### src/design/cbm_pkg.sv
// shared types and constants for the cartridge bank mapper
package cbm_pkg;

  localparam int unsigned VisibleLines = 240;
  localparam logic [8:0] VISIBLE_LINES = 9'(VisibleLines);

  localparam int unsigned PaddrW = 4;

  typedef enum logic [2:0] {
    REQ_WRITE = 3'd0,
    REQ_PRG   = 3'd1,
    REQ_CHR   = 3'd2,
    REQ_RAM   = 3'd3,
    REQ_TICK  = 3'd4
  } req_kind_e;

  typedef enum logic [2:0] {
    SEL_BANK_SELECT = 3'd0,
    SEL_BANK_DATA   = 3'd1,
    SEL_MIRROR      = 3'd2,
    SEL_RAM_PROTECT = 3'd3,
    SEL_IRQ_LATCH   = 3'd4,
    SEL_IRQ_RELOAD  = 3'd5,
    SEL_IRQ_OFF     = 3'd6,
    SEL_IRQ_ON      = 3'd7
  } reg_sel_e;

  typedef enum logic [2:0] {
    TGT_CHR_LO  = 3'd0,
    TGT_CHR_HI  = 3'd1,
    TGT_CHR_S0  = 3'd2,
    TGT_CHR_S1  = 3'd3,
    TGT_CHR_S2  = 3'd4,
    TGT_CHR_S3  = 3'd5,
    TGT_PRG_A   = 3'd6,
    TGT_PRG_B   = 3'd7
  } bank_tgt_e;

  typedef enum logic [1:0] {
    CFG_ROM_BANKS   = 2'd0,
    CFG_PATTERN_ROM = 2'd1,
    CFG_FOUR_SCREEN = 2'd2,
    CFG_UNUSED      = 2'd3
  } cfg_idx_e;

  typedef struct packed {
    logic [8:0] rom_banks_8k;
    logic       pattern_rom_present;
    logic       four_screen;
  } cfg_t;

  typedef struct packed {
    logic [2:0] req_type;
    logic [2:0] reg_select;
    logic [7:0] write_data;
    logic [2:0] slot;
    logic [7:0] ram_byte;
    logic [8:0] scanline;
    logic       display_on;
  } req_t;

  typedef struct packed {
    logic [7:0] bank;
    logic [7:0] read_data;
    logic       irq_out;
    logic       mirroring;
  } rsp_t;

endpackage

### src/design/cbm_req_if.sv
// request channel interface
interface cbm_req_if;
  logic       valid;
  logic       ready;
  logic [2:0] req_type;
  logic [2:0] reg_select;
  logic [7:0] write_data;
  logic [2:0] slot;
  logic [7:0] ram_byte;
  logic [8:0] scanline;
  logic       display_on;

  modport source (
    output valid, req_type, reg_select, write_data, slot, ram_byte, scanline, display_on,
    input  ready
  );
  modport sink (
    input  valid, req_type, reg_select, write_data, slot, ram_byte, scanline, display_on,
    output ready
  );
endinterface

### src/design/cbm_rsp_if.sv
// result channel interface
interface cbm_rsp_if;
  logic       valid;
  logic       ready;
  logic [7:0] bank;
  logic [7:0] read_data;
  logic       irq_out;
  logic       mirroring;

  modport source (
    output valid, bank, read_data, irq_out, mirroring,
    input  ready
  );
  modport sink (
    input  valid, bank, read_data, irq_out, mirroring,
    output ready
  );
endinterface

### src/design/cbm_cfg.sv
// apb configuration registers
module cbm_cfg
  import cbm_pkg::*;
(
  input  logic              clk_i,
  input  logic              rst_ni,
  input  logic              psel,
  input  logic              penable,
  input  logic              pwrite,
  input  logic [PaddrW-1:0] paddr,
  input  logic [31:0]       pwdata,
  output logic [31:0]       prdata,
  output logic              pready,
  output cfg_t              cfg_o
);

  cfg_t       cfg_q;
  cfg_t       cfg_d;
  logic       wr_en;
  logic [1:0] idx;

  assign pready = 1'b1;
  assign wr_en  = psel & penable & pwrite;
  assign idx    = paddr[3:2];

  always_comb begin
    cfg_d = cfg_q;
    if (wr_en) begin
      case (idx)
        CFG_ROM_BANKS:   cfg_d.rom_banks_8k        = pwdata[8:0];
        CFG_PATTERN_ROM: cfg_d.pattern_rom_present = pwdata[0];
        CFG_FOUR_SCREEN: cfg_d.four_screen         = pwdata[0];
        default: ;
      endcase
    end
  end

  always_comb begin
    case (idx)
      CFG_ROM_BANKS:   prdata = {23'd0, cfg_q.rom_banks_8k};
      CFG_PATTERN_ROM: prdata = {31'd0, cfg_q.pattern_rom_present};
      CFG_FOUR_SCREEN: prdata = {31'd0, cfg_q.four_screen};
      default:         prdata = 32'd0;
    endcase
  end

  always_ff @(posedge clk_i or negedge rst_ni) begin
    if (!rst_ni) begin
      cfg_q.rom_banks_8k        <= 9'd32;
      cfg_q.pattern_rom_present <= 1'b1;
      cfg_q.four_screen         <= 1'b0;
    end else begin
      cfg_q <= cfg_d;
    end
  end

  assign cfg_o = cfg_q;

endmodule

### src/design/cbm_core.sv
// mapper state, bank lookup and scanline irq counter
module cbm_core
  import cbm_pkg::*;
(
  input  logic clk_i,
  input  logic rst_ni,
  input  cfg_t cfg_i,
  input  logic step_i,
  input  req_t req_i,
  output rsp_t rsp_o
);

  logic [7:0] bank_select_q, bank_select_d;
  logic [7:0] prg_bank_a_q, prg_bank_a_d;
  logic [7:0] prg_bank_b_q, prg_bank_b_d;
  logic [7:0] chr_pair_lo_q, chr_pair_lo_d;
  logic [7:0] chr_pair_hi_q, chr_pair_hi_d;
  logic [7:0] chr_single_q [4];
  logic [7:0] chr_single_d [4];
  logic [7:0] irq_count_q, irq_count_d;
  logic [7:0] irq_reload_q, irq_reload_d;
  logic       irq_enabled_q, irq_enabled_d;
  logic       irq_pending_q, irq_pending_d;
  logic       protect_done_q, protect_done_d;
  logic       mirror_bit_q, mirror_bit_d;

  logic [7:0] second_last;
  logic [7:0] last_bank;
  logic [7:0] prg_bank;
  logic [2:0] chr_win;
  logic [7:0] chr_raw;
  logic [7:0] chr_bank;
  logic       tick_en;
  logic [7:0] count_pre;
  logic [7:0] bank_res;
  logic [7:0] rdata_res;

  // program window lookup
  always_comb begin
    second_last = cfg_i.rom_banks_8k[7:0] - 8'd2;
    last_bank   = cfg_i.rom_banks_8k[7:0] - 8'd1;
    case (req_i.slot[1:0])
      2'd0:    prg_bank = bank_select_q[6] ? second_last : prg_bank_a_q;
      2'd1:    prg_bank = prg_bank_b_q;
      2'd2:    prg_bank = bank_select_q[6] ? prg_bank_a_q : second_last;
      default: prg_bank = last_bank;
    endcase
  end

  // pattern window lookup
  always_comb begin
    chr_win = req_i.slot ^ {bank_select_q[7], 2'b00};
    case (chr_win)
      3'd0:    chr_raw = chr_pair_lo_q;
      3'd1:    chr_raw = chr_pair_lo_q + 8'd1;
      3'd2:    chr_raw = chr_pair_hi_q;
      3'd3:    chr_raw = chr_pair_hi_q + 8'd1;
      default: chr_raw = chr_single_q[chr_win[1:0]];
    endcase
    chr_bank = cfg_i.pattern_rom_present ? chr_raw : (chr_raw & 8'h07);
  end

  always_comb begin
    tick_en   = (req_i.scanline < VISIBLE_LINES) && req_i.display_on &&
                irq_enabled_q && !irq_pending_q;
    count_pre = (req_i.scanline == 9'd0 && irq_count_q != 8'd0) ?
                irq_count_q - 8'd1 : irq_count_q;
  end

  always_comb begin
    bank_select_d  = bank_select_q;
    prg_bank_a_d   = prg_bank_a_q;
    prg_bank_b_d   = prg_bank_b_q;
    chr_pair_lo_d  = chr_pair_lo_q;
    chr_pair_hi_d  = chr_pair_hi_q;
    chr_single_d   = chr_single_q;
    irq_count_d    = irq_count_q;
    irq_reload_d   = irq_reload_q;
    irq_enabled_d  = irq_enabled_q;
    irq_pending_d  = irq_pending_q;
    protect_done_d = protect_done_q;
    mirror_bit_d   = mirror_bit_q;
    bank_res       = 8'd0;
    rdata_res      = 8'd0;
    case (req_i.req_type)
      REQ_WRITE: begin
        if (step_i) begin
          case (req_i.reg_select)
            SEL_BANK_SELECT: begin
              protect_done_d = 1'b1;
              bank_select_d  = req_i.write_data;
            end
            SEL_BANK_DATA: begin
              case (bank_select_q[2:0])
                TGT_CHR_LO: chr_pair_lo_d   = req_i.write_data & 8'hFE;
                TGT_CHR_HI: chr_pair_hi_d   = req_i.write_data & 8'hFE;
                TGT_CHR_S0: chr_single_d[0] = req_i.write_data;
                TGT_CHR_S1: chr_single_d[1] = req_i.write_data;
                TGT_CHR_S2: chr_single_d[2] = req_i.write_data;
                TGT_CHR_S3: chr_single_d[3] = req_i.write_data;
                TGT_PRG_A:  prg_bank_a_d    = req_i.write_data;
                default:    prg_bank_b_d    = req_i.write_data;
              endcase
            end
            SEL_MIRROR: begin
              if (!cfg_i.four_screen) begin
                mirror_bit_d = req_i.write_data[0];
              end
            end
            SEL_IRQ_LATCH: begin
              irq_count_d   = req_i.write_data;
              irq_pending_d = 1'b0;
            end
            SEL_IRQ_RELOAD: begin
              irq_reload_d  = req_i.write_data;
              irq_pending_d = 1'b0;
            end
            SEL_IRQ_OFF: begin
              irq_enabled_d = 1'b0;
              irq_pending_d = 1'b0;
            end
            SEL_IRQ_ON: begin
              irq_enabled_d = 1'b1;
              irq_pending_d = 1'b0;
            end
            default: ;
          endcase
        end
      end
      REQ_PRG:  bank_res  = prg_bank;
      REQ_CHR:  bank_res  = chr_bank;
      REQ_RAM:  rdata_res = protect_done_q ? req_i.ram_byte : (req_i.ram_byte ^ 8'h01);
      REQ_TICK: begin
        if (step_i && tick_en) begin
          if (count_pre == 8'd0) begin
            irq_pending_d = 1'b1;
            irq_count_d   = irq_reload_q;
          end else begin
            irq_count_d = count_pre - 8'd1;
          end
        end
      end
      default: ;
    endcase
  end

  always_ff @(posedge clk_i or negedge rst_ni) begin
    if (!rst_ni) begin
      bank_select_q   <= 8'd0;
      prg_bank_a_q    <= 8'd0;
      prg_bank_b_q    <= 8'd1;
      chr_pair_lo_q   <= 8'd0;
      chr_pair_hi_q   <= 8'd2;
      chr_single_q[0] <= 8'd4;
      chr_single_q[1] <= 8'd5;
      chr_single_q[2] <= 8'd6;
      chr_single_q[3] <= 8'd7;
      irq_count_q     <= 8'd0;
      irq_reload_q    <= 8'd0;
      irq_enabled_q   <= 1'b0;
      irq_pending_q   <= 1'b0;
      protect_done_q  <= 1'b0;
      mirror_bit_q    <= 1'b0;
    end else begin
      bank_select_q  <= bank_select_d;
      prg_bank_a_q   <= prg_bank_a_d;
      prg_bank_b_q   <= prg_bank_b_d;
      chr_pair_lo_q  <= chr_pair_lo_d;
      chr_pair_hi_q  <= chr_pair_hi_d;
      chr_single_q   <= chr_single_d;
      irq_count_q    <= irq_count_d;
      irq_reload_q   <= irq_reload_d;
      irq_enabled_q  <= irq_enabled_d;
      irq_pending_q  <= irq_pending_d;
      protect_done_q <= protect_done_d;
      mirror_bit_q   <= mirror_bit_d;
    end
  end

  assign rsp_o.bank      = bank_res;
  assign rsp_o.read_data = rdata_res;
  assign rsp_o.irq_out   = irq_pending_d;
  assign rsp_o.mirroring = mirror_bit_d;

  // irq only raised by a scanline tick
  a_irq_from_tick: assert property (@(posedge clk_i) disable iff (!rst_ni)
    $rose(irq_pending_q) |-> $past(step_i) && $past(req_i.req_type) == REQ_TICK)
    else $error("irq raised without tick");

  // mapper state frozen between steps
  a_state_hold: assert property (@(posedge clk_i) disable iff (!rst_ni)
    !step_i |=> $stable(bank_select_q) && $stable(irq_count_q) && $stable(irq_pending_q))
    else $error("state changed without step");

  // protection never returns once lifted
  a_protect_sticky: assert property (@(posedge clk_i) disable iff (!rst_ni)
    protect_done_q |=> protect_done_q)
    else $error("protect flag cleared");

endmodule

### src/design/cartridge_bank_mapper_scanline_irq.sv
// top level of the cartridge bank mapper with scanline irq
//
//   channel  dir  handshake      payload
//   req      in   valid/ready    req_type reg_select write_data slot ram_byte scanline display_on
//   rsp      out  valid/ready    bank read_data irq_out mirroring
//   apb      in   psel/penable   paddr[3:0] pwdata/prdata, pready tied high
//
// one request per cycle unless rsp stalls; stages: input register, result register
// mapper state updates when a request moves from the input to the result register
// reset returns all bank, irq and config registers to their power-on values at once
// a stalled result holds the result register; one more request waits in the input register
module cartridge_bank_mapper_scanline_irq
  import cbm_pkg::*;
(
  input  logic              clk_i,
  input  logic              rst_ni,
  cbm_req_if.sink           req,
  cbm_rsp_if.source         rsp,
  input  logic              psel,
  input  logic              penable,
  input  logic              pwrite,
  input  logic [PaddrW-1:0] paddr,
  input  logic [31:0]       pwdata,
  output logic [31:0]       prdata,
  output logic              pready
);

  cfg_t cfg;
  req_t in_req;
  req_t s1_q;
  logic s1_valid_q;
  rsp_t core_rsp;
  rsp_t out_q;
  logic out_valid_q;
  logic advance;
  logic step;
  logic in_fire;

  cbm_cfg u_cfg (
    .clk_i   (clk_i),
    .rst_ni  (rst_ni),
    .psel    (psel),
    .penable (penable),
    .pwrite  (pwrite),
    .paddr   (paddr),
    .pwdata  (pwdata),
    .prdata  (prdata),
    .pready  (pready),
    .cfg_o   (cfg)
  );

  assign in_req.req_type   = req.req_type;
  assign in_req.reg_select = req.reg_select;
  assign in_req.write_data = req.write_data;
  assign in_req.slot       = req.slot;
  assign in_req.ram_byte   = req.ram_byte;
  assign in_req.scanline   = req.scanline;
  assign in_req.display_on = req.display_on;

  assign advance   = !out_valid_q || rsp.ready;
  assign step      = s1_valid_q && advance;
  assign req.ready = !s1_valid_q || advance;
  assign in_fire   = req.valid && req.ready;

  cbm_core u_core (
    .clk_i  (clk_i),
    .rst_ni (rst_ni),
    .cfg_i  (cfg),
    .step_i (step),
    .req_i  (s1_q),
    .rsp_o  (core_rsp)
  );

  always_ff @(posedge clk_i or negedge rst_ni) begin
    if (!rst_ni) begin
      s1_valid_q  <= 1'b0;
      out_valid_q <= 1'b0;
    end else begin
      if (in_fire) begin
        s1_valid_q <= 1'b1;
      end else if (advance) begin
        s1_valid_q <= 1'b0;
      end
      if (advance) begin
        out_valid_q <= s1_valid_q;
      end
    end
  end

  always_ff @(posedge clk_i) begin
    if (in_fire) begin
      s1_q <= in_req;
    end
    if (step) begin
      out_q <= core_rsp;
    end
  end

  assign rsp.valid     = out_valid_q;
  assign rsp.bank      = out_q.bank;
  assign rsp.read_data = out_q.read_data;
  assign rsp.irq_out   = out_q.irq_out;
  assign rsp.mirroring = out_q.mirroring;

  // a held request keeps its slot until the result side frees up
  a_s1_hold: assert property (@(posedge clk_i) disable iff (!rst_ni)
    s1_valid_q && !advance |=> s1_valid_q && $stable(s1_q))
    else $error("held request lost");

  // an accepted request always lands in the input register
  a_s1_load: assert property (@(posedge clk_i) disable iff (!rst_ni)
    in_fire |=> s1_valid_q)
    else $error("accepted request dropped");

  // a stalled result stays put
  a_out_hold: assert property (@(posedge clk_i) disable iff (!rst_ni)
    out_valid_q && !rsp.ready |=> out_valid_q && $stable(out_q))
    else $error("stalled result changed");

endmodule
### src/flat_wrapper.sv
// flat-port wrapper written by rule: the top's interface ports become plain ports
module cartridge_bank_mapper_scanline_irq_flat import cbm_pkg::*;
  (clk_i, rst_ni, psel, penable, pwrite, paddr, pwdata, prdata, pready, req_valid, req_req_type, req_reg_select, req_write_data, req_slot, req_ram_byte, req_scanline, req_display_on, req_ready, rsp_valid, rsp_bank, rsp_read_data, rsp_irq_out, rsp_mirroring, rsp_ready);
  cbm_req_if req_i ();
  cbm_rsp_if rsp_i ();
  input  logic clk_i;
  input  logic rst_ni;
  input  logic psel;
  input  logic penable;
  input  logic pwrite;
  input  logic [PaddrW-1:0] paddr;
  input  logic [31:0] pwdata;
  output logic [31:0] prdata;
  output logic pready;
  input wire logic [$bits(req_i.valid)-1:0] req_valid;
  input wire logic [$bits(req_i.req_type)-1:0] req_req_type;
  input wire logic [$bits(req_i.reg_select)-1:0] req_reg_select;
  input wire logic [$bits(req_i.write_data)-1:0] req_write_data;
  input wire logic [$bits(req_i.slot)-1:0] req_slot;
  input wire logic [$bits(req_i.ram_byte)-1:0] req_ram_byte;
  input wire logic [$bits(req_i.scanline)-1:0] req_scanline;
  input wire logic [$bits(req_i.display_on)-1:0] req_display_on;
  output wire logic [$bits(req_i.ready)-1:0] req_ready;
  output wire logic [$bits(rsp_i.valid)-1:0] rsp_valid;
  output wire logic [$bits(rsp_i.bank)-1:0] rsp_bank;
  output wire logic [$bits(rsp_i.read_data)-1:0] rsp_read_data;
  output wire logic [$bits(rsp_i.irq_out)-1:0] rsp_irq_out;
  output wire logic [$bits(rsp_i.mirroring)-1:0] rsp_mirroring;
  input wire logic [$bits(rsp_i.ready)-1:0] rsp_ready;
  assign req_i.valid = req_valid;
  assign req_i.req_type = req_req_type;
  assign req_i.reg_select = req_reg_select;
  assign req_i.write_data = req_write_data;
  assign req_i.slot = req_slot;
  assign req_i.ram_byte = req_ram_byte;
  assign req_i.scanline = req_scanline;
  assign req_i.display_on = req_display_on;
  assign req_ready = req_i.ready;
  assign rsp_valid = rsp_i.valid;
  assign rsp_bank = rsp_i.bank;
  assign rsp_read_data = rsp_i.read_data;
  assign rsp_irq_out = rsp_i.irq_out;
  assign rsp_mirroring = rsp_i.mirroring;
  assign rsp_i.ready = rsp_ready;
  cartridge_bank_mapper_scanline_irq u_core (.clk_i(clk_i), .rst_ni(rst_ni), .req(req_i), .rsp(rsp_i), .psel(psel), .penable(penable), .pwrite(pwrite), .paddr(paddr), .pwdata(pwdata), .prdata(prdata), .pready(pready));
endmodule
### config.mk
export PLATFORM = sky130hd
export DESIGN_NAME = cartridge_bank_mapper_scanline_irq_flat
export DESIGN_NICKNAME = d
export VERILOG_FILES = /design/src/design/cbm_pkg.sv /design/src/design/cbm_req_if.sv /design/src/design/cbm_rsp_if.sv /design/src/design/cbm_cfg.sv /design/src/design/cbm_core.sv /design/src/design/cartridge_bank_mapper_scanline_irq.sv /design/src/flat_wrapper.sv
export SDC_FILE = /design/constraint.sdc
export NUM_CORES = 1
export LEC_CHECK = 0
export BUFFER_PORTS_ARGS = -buffer_cell sky130_fd_sc_hd__buf_2
export CAP_MARGIN = 30
export CORE_AREA = 2 2 114 116
export DETAILED_ROUTE_END_ITERATION = 7
export DIE_AREA = 0 0 116 118
export GPL_TIMING_DRIVEN = 0
export MAX_ROUTING_LAYER = met4
export PLACE_DENSITY = 0.84
export RECOVER_POWER = 25
export SLEW_MARGIN = 20
export SYNTH_ARGS = -nofsm -noshare
export SYNTH_HDL_FRONTEND = slang
export SYNTH_SLANG_ARGS = --single-unit
### constraint.sdc
create_clock -name clk_i -period 7.7 [get_ports clk_i]
set_input_delay 1.925 -clock clk_i [delete_from_list [all_inputs] [get_ports clk_i]]
set_output_delay 1.925 -clock clk_i [all_outputs]
set_load 0.005 [all_outputs]
==> impl_metrics.ini <==
[global_routing]
antenna_found_initial = 0
grt_max_degree = 75
grt_pass1_vias = 5060
grt-ovfl-total = 0
grt_usage = 0.252
grt_pass1_wl_mm = 25.5

[critical_path]
ff2ff_path_depth = 11
reg2reg_from = u_core.u_core.irq_count_q[0]
arrival_ns = 2.61
endpoint_kind = primary output
rrSetupSlack_ns = 4.10
crit_type = input pin to primary output
cp.required_ns = 5.78
cp-start-kind = input pin
worst-path-max-fanout = 8
worstReg2RegEnd = u_core.u_core.irq_count_q[4]

[yosys]
synth_cell_types = 57
synthCells = 586
syn_avg_cell_area_sq_um = 12.6
synthAdderAreaFrac = 0.0119
synth_edf_count = 53
yosysSeqAreaShare = 0.557
synth.cell_area_sq_um = 7380
yosysTopAreaCellShare = 0.299
yosysWarnings = 0
synth_xor_area_frac = 0.0226
synth_compound_area_frac = 0.0604
synth-seq-cells = 153
synth_area_leaders = dfrtp_1 30%, edfxtp_1 22%, mux2_2 12%
synthMuxAreaShare = 0.182
async_flop_share = 0.654
synth_top_family_by_area = multiplexers
synth.largest_area_cell = dfrtp_1
ys_dominant_reg_cell = dfrtp_1
yosys.area_share.simple = 0.119

[detailed_routing]
drt-initial-drc-count = 317
vias = 4940
drc = 0
wirelength_mm = 15.5
ant_nets = 0
wire_per_inst_um = 17.3
drt_pass1_iterations = 4
drt-vias-per-instance = 5.51

[hold_path]
min-delay-path-class = flop to flop
holdPathStages = 1
worstHoldStart = u_core.u_core.chr_single_q[28]
hold_path_end = u_core.u_core.chr_single_q[28]

[sta]
fin_setup_tns_ns = 0
slew_viol_final = 27
finClkSkew_ns = 0.00548
rsz0062_at_grt = false
finalHoldViolations = 0
fmax_ghz = 0.221
worst_pin_slew_ns = 1.64
hold_ws_ns = 0.485
setup_viol = 0
min_period_ns = 4.53
post-route-period-util = 0.589
finalWorstSetupSlack_ns = 3.17
slew_headroom = -0.0956

[die]
pin_count = 131
dieHeight_um = 118
core_area_sq_um = 12400
start_util = 0.594
fp.dieArea_sq_um = 13700
std_cell_rows = 41
die_w_um = 116

[status]
status = finished, violations left
violations = max-capacitance violations, max-slew violations

[finish]
post-route-util = 0.703
antenna-diode-count = 0
areaGrowthSynthToFinish_pct = 18.4
final_cells = 896
drive_gt1_frac = 0.345
final_nets = 796

[pwr]
power_density_nw_per_um2 = 244
cellLeakagePower_nw = 3.84
ir_worst_vdd_v = 0.000170

[clock_tree]
worstSkewPairLatency_ns = 0.43
path_clk_slew_ns = 0.06
post_cts_buffers = 0
cts_hold_buffers = 0
root_buffer = clkbuf_16
cts_made_buffers = 17
clockBufferDepth = 2
h-tree-depth = 4
cts_resized = 0
clock_sinks = 153
cts_tree = built

[run]
max_cap_violations = 1

[placed_design]
dp_worst_setup_slack_ns = 2.97
dp_hpwl_mm = 10.9
dp_cells = 864
io_buffers = 80
gp_congestion = 0.842
report_power, final:
part | internal, mW | switching (mW) | leakage, nW | total, mW
Sequential | 0.916 | 0.0538 | 1.82 | 0.970
Combinational | 0.147 | 0.186 | 1.75 | 0.333
Clock | 0.485 | 0.347 | 0.276 | 0.832
Total | 1.55 | 0.587 | 3.84 | 2.13
worst max-delay path by stage:
stage	startpoint	endpoint	slack, ns	depth (start not counted)
3_3_place_gp	rsp_ready	u_core.u_core.chr_pair_lo_q[3]	2.41	10
4_1_cts	paddr[2]	prdata[7]	3.15	4
3_5_place_dp	rsp_ready	u_core.u_core.chr_single_q[23]	2.97	10
6_report	paddr[2]	prdata[7]	3.17	4
5_1_grt	paddr[2]	prdata[5]	3.06	4
2_1_floorplan	rsp_ready	u_core.u_core.chr_pair_lo_q[1]	3.17	9
flip-flops by register name, indices dropped and copies added, names as in the netlist, 5 cells and up:
register,cells
u_core.rsp.bank,8
u_core.rsp.read_data,8
u_core.s1_q,35
u_core.u_cfg.cfg_o,11
u_core.u_core.bank_select_q,5
u_core.u_core.chr_pair_hi_q,7
u_core.u_core.chr_pair_lo_q,7
u_core.u_core.chr_single_q,32
u_core.u_core.irq_count_q,8
u_core.u_core.irq_reload_q,8
u_core.u_core.prg_bank_a_q,8
u_core.u_core.prg_bank_b_q,8
metal layers:
| layer | wire length [um] | track usage |
|---|---|---|
| met1 | 6560 | 0.323 |
| met2 | 7730 | 0.394 |
| met3 | 811 | 0.0587 |
| met4 | 392 | 0.0945 |
| met5 | 0 | - |
cell usage after synthesis, types with 5 or more instances:
master / count
buf_4: 25
inv_1: 11
nand4_1: 7
edfxtp_1: 53
nor2_1: 33
buf_1: 7
xor2_1: 9
mux2_1: 8
a21oi_1: 11
nand2b_1: 9
nor3b_1: 5
a211oi_1: 7
mux4_2: 8
dfstp_2: 12
dfrtp_1: 88
mux2i_1: 17
nand3_1: 11
and2_1: 19
o21ai_0: 20
ha_1: 7
mux2_2: 79
nor3_1: 10
xnor2_1: 10
clkbuf_1: 20
o211ai_1: 11
nand2_1: 38
per-stage QoR:
| stage | instance area [sq um] | power (mW) |
|---|---|---|
| global placement | 8080 | 1.29 |
| floorplan | 7460 | 1.20 |
| finish | 8730 | 2.13 |
| global route | 8730 | 2.23 |
| CTS | 8740 | 2.14 |
| detailed placement | 8150 | 1.31 |
kinds of logic (layout without fill, tap and decap cells):
kind of cell	Yosys count	count (layout)
and+or+nand+nor	159	159
DFF	153	153
muxes	113	113
AOI/OAI and AO/OA	69	69
buffers and inverters	64	180
xor gates and xnor gates	19	19
adders and majority gates	7	7
other	2	24
cell type report:
type / instances / area, sq um
timing repair buffer: 84 / 463
fill: 875 / 3680
buffer: 53 / 295
inverter: 11 / 41.3
sequential: 153 / 4110
multi-input combinational: 391 / 3020
tap: 172 / 215
clock inverter: 14 / 163
clock buffer: 18 / 429
worst max-delay path, stage by stage:
cell and delay, ns:
clkbuf_1 0.24, nor2_1 0.14, and2_1 0.18, buf_2 0.12
cells in the final DEF, fill, tap and decap left out, types with 12 or more instances in the layout:
cell type,count
o21ai_0,20
buf_2,81
clkbuf_16,17
mux2_2,79
buf_4,25
edfxtp_1,53
dfstp_2,12
and2_1,13
nor2_1,33
clkbuf_1,22
conb_1,24
dfrtp_1,88
nand2_1,38
mux2i_1,17
(Power assumes the default switching activity.)
